`config.mk`:
```
export PLATFORM = sky130hd
export DESIGN_NAME = transport_server_segment_fsm_unit
export DESIGN_NICKNAME = d
export VERILOG_FILES = /design/src/rtl/core/tssf_pkg.sv /design/src/rtl/core/transport_server_segment_fsm_unit.sv
export SDC_FILE = /design/constraint.sdc
export NUM_CORES = 1
export LEC_CHECK = 0
export ABC_AREA = 1
export BUFFER_PORTS_ARGS = -buffer_cell sky130_fd_sc_hd__buf_2
export CORE_MARGIN = 4
export CORE_UTILIZATION = 40
export CTS_CLUSTER_SIZE = 28
export DETAILED_ROUTE_END_ITERATION = 6
export PLACE_DENSITY_LB_ADDON = 0.12
export RECOVER_POWER = 50
export SYNTH_ARGS = -nofsm -noshare
export SYNTH_HDL_FRONTEND = slang
export SYNTH_SLANG_ARGS = --single-unit
export TNS_END_PERCENT = 1
```
`constraint.sdc`:
```
create_clock -name clock -period 25.6 [get_ports clock]
set_input_delay 6.4 -clock clock [delete_from_list [all_inputs] [get_ports clock]]
set_output_delay 6.4 -clock clock [all_outputs]
set_load 0.01 [all_outputs]
```
`src/rtl/core/tssf_pkg.sv`:
```
// ----------------------------------------------------------------------------
// tssf_pkg
// types and codes shared by the server segment connection block
// ----------------------------------------------------------------------------
package tssf_pkg;

   // configuration port
   localparam int CSR_ADDR_W    = 5;
   localparam int CSR_DATA_W    = 32;
   localparam int NUM_PORT_REGS = 4;

   // register indexes (byte address / 4)
   localparam logic [2:0] REG_CONN_PORT_0     = 3'd0;
   localparam logic [2:0] REG_CONN_PORT_1     = 3'd1;
   localparam logic [2:0] REG_CONN_PORT_2     = 3'd2;
   localparam logic [2:0] REG_CONN_PORT_3     = 3'd3;
   localparam logic [2:0] REG_CLOSE_TIMEOUT   = 3'd4;

   localparam logic [15:0] CLOSE_TIMEOUT_RESET = 16'd1000;

   // request opcodes
   localparam logic [2:0] OP_SYN     = 3'd0;
   localparam logic [2:0] OP_FIN     = 3'd1;
   localparam logic [2:0] OP_DATA    = 3'd2;
   localparam logic [2:0] OP_DATAACK = 3'd3;
   localparam logic [2:0] OP_TICK    = 3'd4;
   localparam logic [2:0] OP_LISTEN  = 3'd5;

   // reply kinds
   localparam logic [1:0] RT_SYNACK  = 2'd0;
   localparam logic [1:0] RT_FINACK  = 2'd1;
   localparam logic [1:0] RT_DATAACK = 2'd2;

   // per-entry connection state
   typedef enum logic [3:0] {
      ST_CLOSED    = 4'b0001,
      ST_LISTENING = 4'b0010,
      ST_CONNECTED = 4'b0100,
      ST_CLOSEWAIT = 4'b1000
   } conn_state_type;

   // request tdata, lowest field in the lowest bits
   typedef struct packed {
      logic [4:0]  pad;
      logic [10:0] data_len;
      logic [31:0] ack_num;
      logic [31:0] seq_num;
      logic [7:0]  src_node;
      logic [15:0] seg_sport;
      logic [15:0] seg_dport;
   } req_data_type;

   // response tdata, lowest field in the lowest bits
   typedef struct packed {
      logic        status;
      logic [1:0]  conn_index;
      logic [10:0] accept_len;
      logic        accept_valid;
      logic [31:0] reply_ack_num;
      logic [31:0] reply_seq_num;
      logic [7:0]  reply_node;
      logic [15:0] reply_dest_port;
      logic [15:0] reply_src_port;
      logic        reply_valid;
   } rsp_data_type;

endpackage

```
`src/rtl/core/transport_server_segment_fsm_unit.sv`:
```
// ----------------------------------------------------------------------------
// transport_server_segment_fsm_unit
// server side connection state machine: port match, listen/syn/fin/data handling,
// acknowledgement generation and close-wait timeout on tick requests
// ----------------------------------------------------------------------------
// path: an accepted request is held in the input register, then its response
//   is held in the response register until rsp_tready takes it
// throughput: one request per cycle unless the response output stalls; the per-entry state
//   read, update and write back happen combinationally between the two registers
// reset: synchronous, active high; all entries return to closed with zeroed
//   state, port registers clear, close timeout returns to 1000, no sweep
module transport_server_segment_fsm_unit #(
   parameter int NUM_CONNS   = 4,
   parameter int MAX_PAYLOAD = 1024
) (
   input  logic                                clock,
   input  logic                                reset,
   // request stream
   input  logic                                req_tvalid,
   output logic                                req_tready,
   // seg_dport[15:0], seg_sport[31:16], src_node[39:32], seq_num[71:40],
   // ack_num[103:72], data_len[114:104], zero pad[119:115]
   input  logic [119:0]                        req_tdata,
   // opcode[2:0], zero pad[7:3]
   input  logic [7:0]                          req_tuser,
   // response stream
   output logic                                rsp_tvalid,
   input  logic                                rsp_tready,
   // reply_valid[0], reply_src_port[16:1], reply_dest_port[32:17],
   // reply_node[40:33], reply_seq_num[72:41], reply_ack_num[104:73],
   // accept_valid[105], accept_len[116:106], conn_index[118:117], status[119]
   output logic [119:0]                        rsp_tdata,
   // reply_type[1:0], zero pad[7:2]
   output logic [7:0]                          rsp_tuser,
   // configuration port
   input  logic                                csr_psel,
   input  logic                                csr_penable,
   input  logic                                csr_pwrite,
   input  logic [tssf_pkg::CSR_ADDR_W-1:0]     csr_paddr,
   input  logic [tssf_pkg::CSR_DATA_W-1:0]     csr_pwdata,
   output logic [tssf_pkg::CSR_DATA_W-1:0]     csr_prdata,
   output logic                                csr_pready
);

   localparam int IDX_W = (NUM_CONNS > 1) ? $clog2(NUM_CONNS) : 1;
   localparam logic [16:0] MAX_LEN = 17'(MAX_PAYLOAD);

   // configuration registers
   logic [15:0] port_ff [tssf_pkg::NUM_PORT_REGS];
   logic [15:0] timeout_ff;

   // input register
   logic                   item_valid_ff, item_valid_in;
   tssf_pkg::req_data_type item_ff;
   logic [2:0]             item_op_ff;

   // per-entry state
   tssf_pkg::conn_state_type state_ff [NUM_CONNS];
   tssf_pkg::conn_state_type state_in [NUM_CONNS];
   logic [31:0] exp_seq_ff [NUM_CONNS];
   logic [31:0] exp_seq_in [NUM_CONNS];
   logic [15:0] cli_port_ff [NUM_CONNS];
   logic [15:0] cli_port_in [NUM_CONNS];
   logic [7:0]  cli_node_ff [NUM_CONNS];
   logic [7:0]  cli_node_in [NUM_CONNS];
   logic [15:0] countdown_ff [NUM_CONNS];
   logic [15:0] countdown_in [NUM_CONNS];

   // response register
   logic                   rsp_valid_ff, rsp_valid_in;
   tssf_pkg::rsp_data_type rsp_ff, rsp_in;
   logic [1:0]             rsp_type_ff, rsp_type_in;

   logic       advance;
   logic       csr_write;
   logic [2:0] csr_idx;
   logic [15:0] port_tab [NUM_CONNS];

   assign csr_pready = 1'b1;
   assign csr_idx    = csr_paddr[4:2];
   assign csr_write  = csr_psel & csr_penable & csr_pwrite & csr_pready;

   // configuration write
   always_ff @(posedge clock) begin
      if (reset) begin
         for (int i = 0; i < tssf_pkg::NUM_PORT_REGS; i++) begin
            port_ff[i] <= '0;
         end
         timeout_ff <= tssf_pkg::CLOSE_TIMEOUT_RESET;
      end else if (csr_write) begin
         if (csr_idx == tssf_pkg::REG_CLOSE_TIMEOUT) begin
            timeout_ff <= csr_pwdata[15:0];
         end else if ((csr_idx < 3'(tssf_pkg::NUM_PORT_REGS)) &&
                      (32'(csr_idx) < 32'(NUM_CONNS))) begin
            port_ff[csr_idx[1:0]] <= csr_pwdata[15:0];
         end
      end
   end

   // configuration read
   always_comb begin
      csr_prdata = '0;
      case (csr_idx)
         tssf_pkg::REG_CLOSE_TIMEOUT: csr_prdata = {16'd0, timeout_ff};
         tssf_pkg::REG_CONN_PORT_0,
         tssf_pkg::REG_CONN_PORT_1,
         tssf_pkg::REG_CONN_PORT_2,
         tssf_pkg::REG_CONN_PORT_3: begin
            if (32'(csr_idx) < 32'(NUM_CONNS)) begin
               csr_prdata = {16'd0, port_ff[csr_idx[1:0]]};
            end
         end
         default: csr_prdata = '0;
      endcase
   end

   // server port of each entry; entries past the port registers stay unused
   always_comb begin
      for (int k = 0; k < NUM_CONNS; k++) begin
         if (k < tssf_pkg::NUM_PORT_REGS) begin
            port_tab[k] = port_ff[2'(k)];
         end else begin
            port_tab[k] = '0;
         end
      end
   end

   // stage handshake
   assign advance    = item_valid_ff & (~rsp_valid_ff | rsp_tready);
   assign req_tready = ~item_valid_ff | advance;

   always_comb begin
      item_valid_in = item_valid_ff;
      if (req_tvalid && req_tready) begin
         item_valid_in = 1'b1;
      end else if (advance) begin
         item_valid_in = 1'b0;
      end
   end

   always_ff @(posedge clock) begin
      if (reset) begin
         item_valid_ff <= 1'b0;
      end else begin
         item_valid_ff <= item_valid_in;
      end
   end

   always_ff @(posedge clock) begin
      if (req_tvalid && req_tready) begin
         item_ff    <= req_tdata;
         item_op_ff <= req_tuser[2:0];
      end
   end

   // request processing: port match, entry update and response build
   always_comb begin
      logic             hit;
      logic [IDX_W-1:0] idx;
      logic [1:0]       idx_out;
      logic [16:0]      len_sat;
      logic [15:0]      cnt_dec;

      hit     = 1'b0;
      idx     = '0;
      idx_out = '0;
      len_sat = {6'd0, item_ff.data_len};
      if (len_sat > MAX_LEN) begin
         len_sat = MAX_LEN;
      end
      cnt_dec = '0;

      for (int k = 0; k < NUM_CONNS; k++) begin
         state_in[k]     = state_ff[k];
         exp_seq_in[k]   = exp_seq_ff[k];
         cli_port_in[k]  = cli_port_ff[k];
         cli_node_in[k]  = cli_node_ff[k];
         countdown_in[k] = countdown_ff[k];
      end

      // lowest matching entry wins; port zero never matches
      for (int k = NUM_CONNS - 1; k >= 0; k--) begin
         if ((port_tab[k] != 16'd0) && (port_tab[k] == item_ff.seg_dport)) begin
            hit     = 1'b1;
            idx     = IDX_W'(k);
            idx_out = 2'(k);
         end
      end

      rsp_in      = '0;
      rsp_type_in = '0;

      if (item_op_ff == tssf_pkg::OP_TICK) begin
         // close-wait entries count down, closing at zero
         for (int k = 0; k < NUM_CONNS; k++) begin
            if (state_ff[k] == tssf_pkg::ST_CLOSEWAIT) begin
               cnt_dec = countdown_ff[k];
               if (cnt_dec != 16'd0) begin
                  cnt_dec = cnt_dec - 16'd1;
               end
               countdown_in[k] = cnt_dec;
               if (cnt_dec == 16'd0) begin
                  state_in[k] = tssf_pkg::ST_CLOSED;
               end
            end
         end
      end else if (item_op_ff <= tssf_pkg::OP_LISTEN) begin
         if (!hit) begin
            rsp_in.status = 1'b1;
         end else begin
            rsp_in.conn_index = idx_out;
            case (item_op_ff)
               tssf_pkg::OP_SYN: begin
                  if (state_ff[idx] == tssf_pkg::ST_LISTENING) begin
                     cli_port_in[idx] = item_ff.seg_sport;
                     cli_node_in[idx] = item_ff.src_node;
                     exp_seq_in[idx]  = item_ff.seq_num;
                     state_in[idx]    = tssf_pkg::ST_CONNECTED;
                  end
                  rsp_in.reply_valid     = 1'b1;
                  rsp_type_in            = tssf_pkg::RT_SYNACK;
                  rsp_in.reply_src_port  = item_ff.seg_dport;
                  rsp_in.reply_dest_port = item_ff.seg_sport;
                  rsp_in.reply_node      = cli_node_in[idx];
                  rsp_in.reply_seq_num   = item_ff.seq_num;
                  rsp_in.reply_ack_num   = item_ff.ack_num;
               end
               tssf_pkg::OP_FIN: begin
                  if (state_ff[idx] == tssf_pkg::ST_CONNECTED) begin
                     state_in[idx]     = tssf_pkg::ST_CLOSEWAIT;
                     countdown_in[idx] = timeout_ff;
                  end
                  rsp_in.reply_valid     = 1'b1;
                  rsp_type_in            = tssf_pkg::RT_FINACK;
                  rsp_in.reply_src_port  = item_ff.seg_dport;
                  rsp_in.reply_dest_port = item_ff.seg_sport;
                  rsp_in.reply_node      = cli_node_ff[idx];
                  rsp_in.reply_seq_num   = item_ff.seq_num;
                  rsp_in.reply_ack_num   = item_ff.ack_num;
               end
               tssf_pkg::OP_DATA: begin
                  if (state_ff[idx] == tssf_pkg::ST_CONNECTED) begin
                     // in-order data moves the expected sequence on
                     if (item_ff.seq_num == exp_seq_ff[idx]) begin
                        exp_seq_in[idx]     = exp_seq_ff[idx] + {15'd0, len_sat};
                        rsp_in.accept_valid = 1'b1;
                        rsp_in.accept_len   = len_sat[10:0];
                     end
                     rsp_in.reply_valid     = 1'b1;
                     rsp_type_in            = tssf_pkg::RT_DATAACK;
                     rsp_in.reply_src_port  = item_ff.seg_dport;
                     rsp_in.reply_dest_port = item_ff.seg_sport;
                     rsp_in.reply_node      = cli_node_ff[idx];
                     rsp_in.reply_seq_num   = item_ff.seq_num;
                     rsp_in.reply_ack_num   = exp_seq_in[idx];
                  end
               end
               tssf_pkg::OP_LISTEN: begin
                  if (state_ff[idx] == tssf_pkg::ST_CLOSED) begin
                     state_in[idx] = tssf_pkg::ST_LISTENING;
                  end
               end
               default: begin
                  // dataack: matched, no effect
               end
            endcase
         end
      end
   end

   // entry state, updated as each request leaves the input register
   always_ff @(posedge clock) begin
      if (reset) begin
         for (int k = 0; k < NUM_CONNS; k++) begin
            state_ff[k]     <= tssf_pkg::ST_CLOSED;
            exp_seq_ff[k]   <= '0;
            cli_port_ff[k]  <= '0;
            cli_node_ff[k]  <= '0;
            countdown_ff[k] <= '0;
         end
      end else if (advance) begin
         for (int k = 0; k < NUM_CONNS; k++) begin
            state_ff[k]     <= state_in[k];
            exp_seq_ff[k]   <= exp_seq_in[k];
            cli_port_ff[k]  <= cli_port_in[k];
            cli_node_ff[k]  <= cli_node_in[k];
            countdown_ff[k] <= countdown_in[k];
         end
      end
   end

   // response register
   always_comb begin
      rsp_valid_in = rsp_valid_ff;
      if (advance) begin
         rsp_valid_in = 1'b1;
      end else if (rsp_tready) begin
         rsp_valid_in = 1'b0;
      end
   end

   always_ff @(posedge clock) begin
      if (reset) begin
         rsp_valid_ff <= 1'b0;
      end else begin
         rsp_valid_ff <= rsp_valid_in;
      end
   end

   always_ff @(posedge clock) begin
      if (advance) begin
         rsp_ff      <= rsp_in;
         rsp_type_ff <= rsp_type_in;
      end
   end

   assign rsp_tvalid = rsp_valid_ff;
   assign rsp_tdata  = rsp_ff;
   assign rsp_tuser  = {6'd0, rsp_type_ff};

   // checks
   a_item_held: assert property (@(posedge clock) disable iff (reset)
      (req_tvalid && req_tready) |=> item_valid_ff)
      else $error("accepted request not held in input register");

   a_rsp_loaded: assert property (@(posedge clock) disable iff (reset)
      advance |=> rsp_tvalid)
      else $error("processed request produced no response");

   a_accept_is_ack: assert property (@(posedge clock) disable iff (reset)
      (rsp_tvalid && rsp_ff.accept_valid) |->
         (rsp_ff.reply_valid && (rsp_tuser[1:0] == tssf_pkg::RT_DATAACK)))
      else $error("accepted data without a data acknowledgement");

   a_unmatched_quiet: assert property (@(posedge clock) disable iff (reset)
      (rsp_tvalid && rsp_ff.status) |->
         (!rsp_ff.reply_valid && !rsp_ff.accept_valid && (rsp_tuser[1:0] == 2'd0)))
      else $error("unmatched port produced a reply");

   a_len_bound: assert property (@(posedge clock) disable iff (reset)
      (rsp_tvalid && rsp_ff.accept_valid) |-> ({6'd0, rsp_ff.accept_len} <= MAX_LEN))
      else $error("accepted length above payload limit");

endmodule
```
==> results of run 1 <==
==> metrics by stage <==
step / total power [W] / setup slack [ns] / utilization [%]
finish: 0.002422 / 7.139 / 45.28
floorplan: 0.001325 / 5.397 / -
global route: 0.002521 / 6.717 / 45.28
CTS: 0.002440 / 10.72 / 45.60
global placement: 0.001423 / 10.76 / 42.98
detailed placement: 0.001425 / 10.73 / 42.98
==> synth_stat cells (6+ instances only) <==
| cell | instances |
|---|---|
| sky130_fd_sc_hd__nand2_1 | 1110 |
| sky130_fd_sc_hd__nor2_1 | 616 |
| sky130_fd_sc_hd__inv_1 | 548 |
| sky130_fd_sc_hd__edfxtp_1 | 544 |
| sky130_fd_sc_hd__o21ai_0 | 388 |
| sky130_fd_sc_hd__nand3_1 | 321 |
| sky130_fd_sc_hd__a21oi_1 | 247 |
| sky130_fd_sc_hd__clkbuf_1 | 156 |
| sky130_fd_sc_hd__nand4_1 | 64 |
| sky130_fd_sc_hd__nor3_1 | 54 |
| sky130_fd_sc_hd__o21ai_1 | 52 |
| sky130_fd_sc_hd__xor2_1 | 41 |
| sky130_fd_sc_hd__o211ai_1 | 39 |
| sky130_fd_sc_hd__a221oi_1 | 36 |
| sky130_fd_sc_hd__buf_4 | 34 |
| sky130_fd_sc_hd__o22ai_1 | 33 |
| sky130_fd_sc_hd__buf_2 | 30 |
| sky130_fd_sc_hd__xnor2_1 | 26 |
| sky130_fd_sc_hd__inv_2 | 25 |
| sky130_fd_sc_hd__nor4_1 | 25 |
| sky130_fd_sc_hd__dfxtp_1 | 18 |
| sky130_fd_sc_hd__buf_1 | 17 |
| sky130_fd_sc_hd__ha_1 | 16 |
| sky130_fd_sc_hd__o221ai_1 | 16 |
| sky130_fd_sc_hd__a31oi_1 | 13 |
| sky130_fd_sc_hd__nand3_2 | 13 |
| sky130_fd_sc_hd__buf_6 | 10 |
| sky130_fd_sc_hd__clkinv_1 | 10 |
| sky130_fd_sc_hd__nor2_2 | 9 |
| sky130_fd_sc_hd__nand2_2 | 8 |
| sky130_fd_sc_hd__and3_1 | 7 |
| sky130_fd_sc_hd__mux2i_1 | 6 |
==> worst min path at each step <==
stage | depth (start not counted) | to | slack [ns] | startpoint
global placement | 2 | rsp_tvalid | 0.50 | rsp_tvalid
detailed placement | 2 | rsp_tvalid | 0.50 | rsp_tvalid
finish | 2 | rsp_tvalid | 0.52 | rsp_tvalid
floorplan | 2 | rsp_tvalid | 0.48 | item_valid_ff
CTS | 2 | rsp_tvalid | 0.51 | rsp_tvalid
global route | 2 | rsp_tvalid | 0.55 | rsp_tvalid
==> final cells by class <==
| cell class | instances | area (um2) | share of cell area (%) |
|---|---|---|---|
| diodes | 4 | 10.01 | 0.02544 |
| clock buffers | 87 | 1901 | 4.830 |
| clock inverters | 41 | 375.4 | 0.9540 |
| inverters | 583 | 2192 | 5.571 |
| multi-input cells | 3216 | 15130 | 38.46 |
| flip-flops and latches | 562 | 16700 | 42.43 |
| well taps | 1155 | 1445 | 3.673 |
| repair buffers | 331 | 1593 | 4.048 |
==> registers in the layout, summed over array words and instances (netlist names) <==
signal / cells
item_op_ff: 3
state_ff: 16
timeout_ff: 16
item_ff: 115
cli_node_ff: 32
rsp_tdata: 120
item_valid_ff: 1
countdown_ff: 64
port_ff: 64
rsp_type_ff: 2
exp_seq_ff: 128
rsp_tvalid: 1
==> power by group <==
| part | internal (W) | total (W) | switching, W | leakage (nW) |
|---|---|---|---|---|
| Sequential | 0.00108 | 0.00112 | 0.0000421 | 5.42 |
| Clock | 0.000590 | 0.00101 | 0.000422 | 1.11 |
| Combinational | 0.0000842 | 0.000291 | 0.000206 | 9.98 |
| Total | 0.00175 | 0.00242 | 0.000670 | 16.5 |
==> worst max-delay path: cells and delay by family (launching register included) <==
family,cells,cell delay (ns)
buffers and inverters,4,6.75
AND/OR/NAND/NOR,24,10.94
flip-flops,1,0.50
==> per-layer routing <==
| metal | part of all wire, % | global-route usage (%) | vias up |
|---|---|---|---|
| met4 | 3.9 | 10.16 | 6 |
| met2 | 45 | 43.44 | 1616 |
| met5 | 0.11 | 0 | - |
| met3 | 9.2 | 4.746 | 259 |
| met1 | 42 | 37.57 | 15600 |
| li1 | - | - | 15650 |
==> logic make-up after synthesis <==
kind of cell	synth area share (%)
buffers and inverters	9.561
flip-flops	47.57
multiplexers	0.2353
other	0.02140
XOR/XNOR	1.718
adder cells (fa/ha/maj)	0.6274
AND/OR/NAND/NOR	26.98
AO/OA/AOI/OAI	13.29
==> impl_metrics.yaml, run 1 <==
sta:
  rsz0062_at_grt: "no"
  fmax_mhz: 54.17
  finalWorstPathRequiredPeriod_ns: 18.46
  report.final.setup_viol: 0
  skew_ns: 0.03288
  hold_ws_ns: 0.5164
  setup_tns_ns: 0
  final_max_slew_viols: 661
  finalHoldViolCount: 0
  max-slew-margin-rel_pct: -162.5
  timing.final.crit_share_pct: 72.11
  max_slew.worst_pin.slew_ns: 3.938
worst_setup_path:
  crit-reg2reg-capture: "rsp_tdata[101]"
  cp-startpoint: "port_ff[0][10]"
  timing.critical_path.mode_cell: "sky130_fd_sc_hd__nand2_1"
  timing.reg2reg.worst_path_depth: 28
  cp-endpoint: "rsp_tdata[101]"
  max_incr_delay_on_cp_ns: 2.76
  critPathArrivalTime_ns: 18.94
  setup.reg_to_reg.worst_slack_ns: 7.14
  crit_path_max_fanout: 64
  required_ns: 26.08
  timing.critical_path.to_type: "flip-flop"
  worstReg2RegStart: "port_ff[0][10]"
  critical-path-slowest-cell: "sky130_fd_sc_hd__clkbuf_1"
  worstSetupPathType: "flip-flop to flip-flop"
  crit_path_launch_type: "flip-flop"
finish:
  fill_cells: 8781
  leading_cell_types_in_the_layout_fill_and_taps_excluded: "sky130_fd_sc_hd__nand2_1 (1112), sky130_fd_sc_hd__nor2_1 (615), sky130_fd_sc_hd__inv_1 (545)"
  areaGrowthSynthToFinish_pct: 12.10
  commonest_non_fill_non_tap_cell_in_the_layout: "sky130_fd_sc_hd__nand2_1"
  fin_nets: 4954
  drive_above_1_share_pct: 7.739
  finish.cell_count_without_fillers: 5979
  finish.instance_area_mm2: 0.03935
clock_tree:
  cts_max_level: 3
  number_of_hold_buffers_added_after_cts: 0
  clock-sinks: 562
  cts_made_buffers: 71
  insertion_delay_of_the_later_clocked_pin_in_the_worst_skew_pair_ns: 0.64
  cts_root_buffer: "sky130_fd_sc_hd__clkbuf_16"
  clock_tree.buffer_depth: 3
  tritoncts: "yes"
  number_of_gates_given_a_new_drive_strength_after_cts: 0
  clk_pin_slew_ns: 0.06
  cts_post_setup_buffers_inserted: 0
yosys:
  yosysSeqAreaShare_pct: 47.57
  synthArstFlopShare_pct: 0
  post_synth_instance_area_mm2: 0.03510
  yosys_warnings: 0
  post_synth_top_flop: "sky130_fd_sc_hd__edfxtp_1"
  flops_latches_synth: 562
  number_of_distinct_library_cells_after_synthesis: 57
  synthTopCellsByArea: "sky130_fd_sc_hd__edfxtp_1 (47%), sky130_fd_sc_hd__nand2_1 (12%), sky130_fd_sc_hd__nor2_1 (6.6%)"
  synth_edf_count: 544
  post_synth_inst_count: 4587
  avgSynthCellArea_um2: 7.652
  yosys.area.top_type: "sky130_fd_sc_hd__edfxtp_1"
  synth.top_cell.area_share_pct: 46.54
power:
  power_leakage_nw: 16.51
  peakVddDrop_uv: 43.94
  power_per_cell_area_mw_per_mm2: 61.55
placed_design:
  placed_cell_area_mm2: 0.03735
  port_buffers: 283
  globalplace.congestion: 0.9533
  post-place-cells: 5847
  place_hpwl_um: 86540
floorplan:
  rows: 108
  chipWidth_um: 304.2
  die_h_um: 304.2
  core_region_area_mm2: 0.08689
  die_area_mm2: 0.09255
  initial_core_util_pct: 40.40
  design.portCount: 335
detailed_routing:
  drt.antenna.violating_nets: 0
  detail_route.wl_per_cell_um: 21.96
  routed_wl_um: 131300
  firstDrtPassIters: 7
  vias_per_cell: 5.541
  drtIter0Drc: 3543
  drc_errors: 0
  detailroute.via_count: 33130
flow_run:
  cap_viol_max_count: 15
global_routing:
  number_of_global_route_vias_before_repair: 30740
  gr-total-overflow: 0
  groute.usage.overall_pct: 27.35
  largest_net_degree_at_the_start_of_global_routing: 204
  number_of_antenna_violations_at_the_first_check_in_global_routing: 7
  global_route_wire_length_before_repair_um: 194900
run_status:
  status: "finished, violations left"
  violations: "max-capacitance violations, max-slew violations"
min_path:
  timing.hold.worst.class: "flip-flop to flip-flop"
Power figures use the tool's default switching activity.
==> inputs of run 2 (changes only) <==
==> constraint.sdc (replaced) <==
create_clock -name clock -period 19.1 [get_ports clock]
set_input_delay 4.775 -clock clock [delete_from_list [all_inputs] [get_ports clock]]
set_output_delay 4.775 -clock clock [all_outputs]
set_load 0.01 [all_outputs]
==> impl_metrics.yaml, run 2 (same netlist as run 1, synthesis figures left out) <==
worst_setup_path:
  worstSetupPathType: "flip-flop to flip-flop"
  critPathArrivalTime_ns: 14.94
  timing.critical_path.to_type: "flip-flop"
  crit_path_max_fanout: 64
  worstReg2RegStart: "port_ff[0][8]"
  required_ns: 19.51
  cp-startpoint: "port_ff[0][8]"
  crit_path_launch_type: "flip-flop"
run_status:
  status: "finished, violations left"
  violations: "max-capacitance violations, max-slew violations"
power:
  power_leakage_nw: 16.56
  pwr-share-comb_pct: 12.1
  power.clock.fraction_pct: 41.6
  peakVddDrop_uv: 62.12
  swShare_pct: 28.01
  power_per_cell_area_mw_per_mm2: 82.21
  switchingPower_w: 0.0009072
  seq_power_share_pct: 46.4
  p_int_w: 0.002331
  total_power_w: 0.003239
clock_tree:
  cts_max_level: 3
  clock-sinks: 562
  clock_tree.buffer_depth: 3
  tritoncts: "yes"
  cts_post_setup_buffers_inserted: 0
  number_of_gates_given_a_new_drive_strength_after_cts: 0
  cts_root_buffer: "sky130_fd_sc_hd__clkbuf_16"
  clk_pin_slew_ns: 0.06
  insertion_delay_of_the_later_clocked_pin_in_the_worst_skew_pair_ns: 0.65
  cts_made_buffers: 71
  number_of_hold_buffers_added_after_cts: 0
floorplan:
  die_h_um: 304.2
  die_area_mm2: 0.09255
  core_region_area_mm2: 0.08689
  rows: 108
  design.portCount: 335
  chipWidth_um: 304.2
  initial_core_util_pct: 40.40
global_routing:
  largest_net_degree_at_the_start_of_global_routing: 204
  global_route_wire_length_before_repair_um: 194100
  number_of_antenna_violations_at_the_first_check_in_global_routing: 7
  groute.usage.overall_pct: 27.29
  number_of_global_route_vias_before_repair: 30470
  gr-total-overflow: 0
min_path:
  timing.hold.worst.class: "flip-flop to flip-flop"
  hold_path.startpoint: "rsp_tvalid"
detailed_routing:
  drt.antenna.violating_nets: 0
  vias_per_cell: 5.532
  drtIter0Drc: 3812
  drc_errors: 0
  detailroute.via_count: 33070
  routed_wl_um: 130900
  detail_route.wl_per_cell_um: 21.90
  firstDrtPassIters: 7
sta:
  report.final.setup_viol: 0
  final_max_slew_viols: 411
  finalWorstPathRequiredPeriod_ns: 14.53
  timing.final.crit_share_pct: 76.08
  max_slew.worst_pin.slew_ns: 3.927
  skew_ns: 0.02639
  max-slew-margin-rel_pct: -161.8
  setup_tns_ns: 0
  rsz0062_at_grt: "no"
  hold_ws_ns: 0.5206
  finalHoldViolCount: 0
  fmax_mhz: 68.82
finish:
  drive_above_1_share_pct: 7.946
  fill_cells: 8785
  commonest_non_fill_non_tap_cell_in_the_layout: "sky130_fd_sc_hd__nand2_1"
  leading_cell_types_in_the_layout_fill_and_taps_excluded: "sky130_fd_sc_hd__nand2_1 (1110), sky130_fd_sc_hd__nor2_1 (613), sky130_fd_sc_hd__inv_1 (544), sky130_fd_sc_hd__edfxtp_1 (544), sky130_fd_sc_hd__o21ai_0 (388)"
  largest_reg_flops: 128
  top_register: "exp_seq_ff"
  finish.instance_area_mm2: 0.03939
  fin_nets: 4952
  areaGrowthSynthToFinish_pct: 12.23
placed_design:
  port_buffers: 283
  globalplace.congestion: 0.9579
  place_hpwl_um: 86490
  placed_cell_area_mm2: 0.03736
flow_run:
  cap_viol_max_count: 10
-- run 2: path summary, 6_finish.rpt --
kind / end / slack [ns] / cells after the start
min: rsp_tvalid / 0.52 / 2
max: rsp_tdata[108] / 4.57 / 22
max reg2reg: rsp_tdata[108] / 4.57 / 22
min reg2reg: rsp_tvalid / 0.52 / 2
-- run 2: metrics by stage --
step | setup slack, ns | util [%] | std cells
floorplan | 0.5215 | - | 4608
global placement | 7.456 | 42.99 | 5845
detailed placement | 7.420 | 42.99 | 5845
CTS | 7.429 | 45.60 | 5975
global route | 4.517 | 45.33 | 5976
finish | 4.569 | 45.34 | 5977
-- run 2: cell type report --
class / count / area [um2] / share of cell area, %
flip-flops and latches: 562 / 16700 / 42.38
diodes: 2 / 5.005 / 0.01271
clock inverters: 41 / 419.2 / 1.064
well taps: 1155 / 1445 / 3.669
multi-input cells: 3216 / 15170 / 38.52
clock buffers: 89 / 1844 / 4.682
inverters: 583 / 2192 / 5.565
repair buffers: 329 / 1615 / 4.101
-- run 2: critical path: stages, from the launching register on --
cell	delay (ns)
sky130_fd_sc_hd__edfxtp_1	0.47
sky130_fd_sc_hd__nor2_1	0.18
sky130_fd_sc_hd__nand2_1	0.07
sky130_fd_sc_hd__nor2_1	0.14
sky130_fd_sc_hd__nand2_1	0.12
sky130_fd_sc_hd__nand3_1	0.10
sky130_fd_sc_hd__nor2_1	0.14
sky130_fd_sc_hd__nor2_8	0.13
sky130_fd_sc_hd__clkbuf_1	2.75
sky130_fd_sc_hd__nand2_1	2.59
sky130_fd_sc_hd__nand2_4	0.41
sky130_fd_sc_hd__buf_4	0.58
sky130_fd_sc_hd__clkinvlp_2	1.12
sky130_fd_sc_hd__a211oi_1	0.58
sky130_fd_sc_hd__nand2_1	0.08
sky130_fd_sc_hd__inv_1	0.08
sky130_fd_sc_hd__nand3_1	0.16
sky130_fd_sc_hd__nor2_4	0.12
sky130_fd_sc_hd__clkbuf_1	2.20
sky130_fd_sc_hd__inv_1	0.61
sky130_fd_sc_hd__nor2_1	0.72
sky130_fd_sc_hd__nand2_1	0.44
sky130_fd_sc_hd__nor3_1	0.40
-- run 2: power groups by stage --
stage	clock network [W]	logic (W)	registers (W)
global route	0.00143	0.000436	0.00151
finish	0.00135	0.000390	0.00150
floorplan	0	0.000257	0.00152
CTS	0.00137	0.000392	0.00150
detailed placement	0	0.000390	0.00152
global placement	0	0.000388	0.00152
-- run 2: layer usage --
metal	global-route usage, %	vias to the layer above	share of wire [%]
met5	0	-	0.030
met1	38.12	15510	43
li1	-	15650	-
met4	10.13	6	3.9
met2	42.80	1631	45
met3	4.510	269	8.7
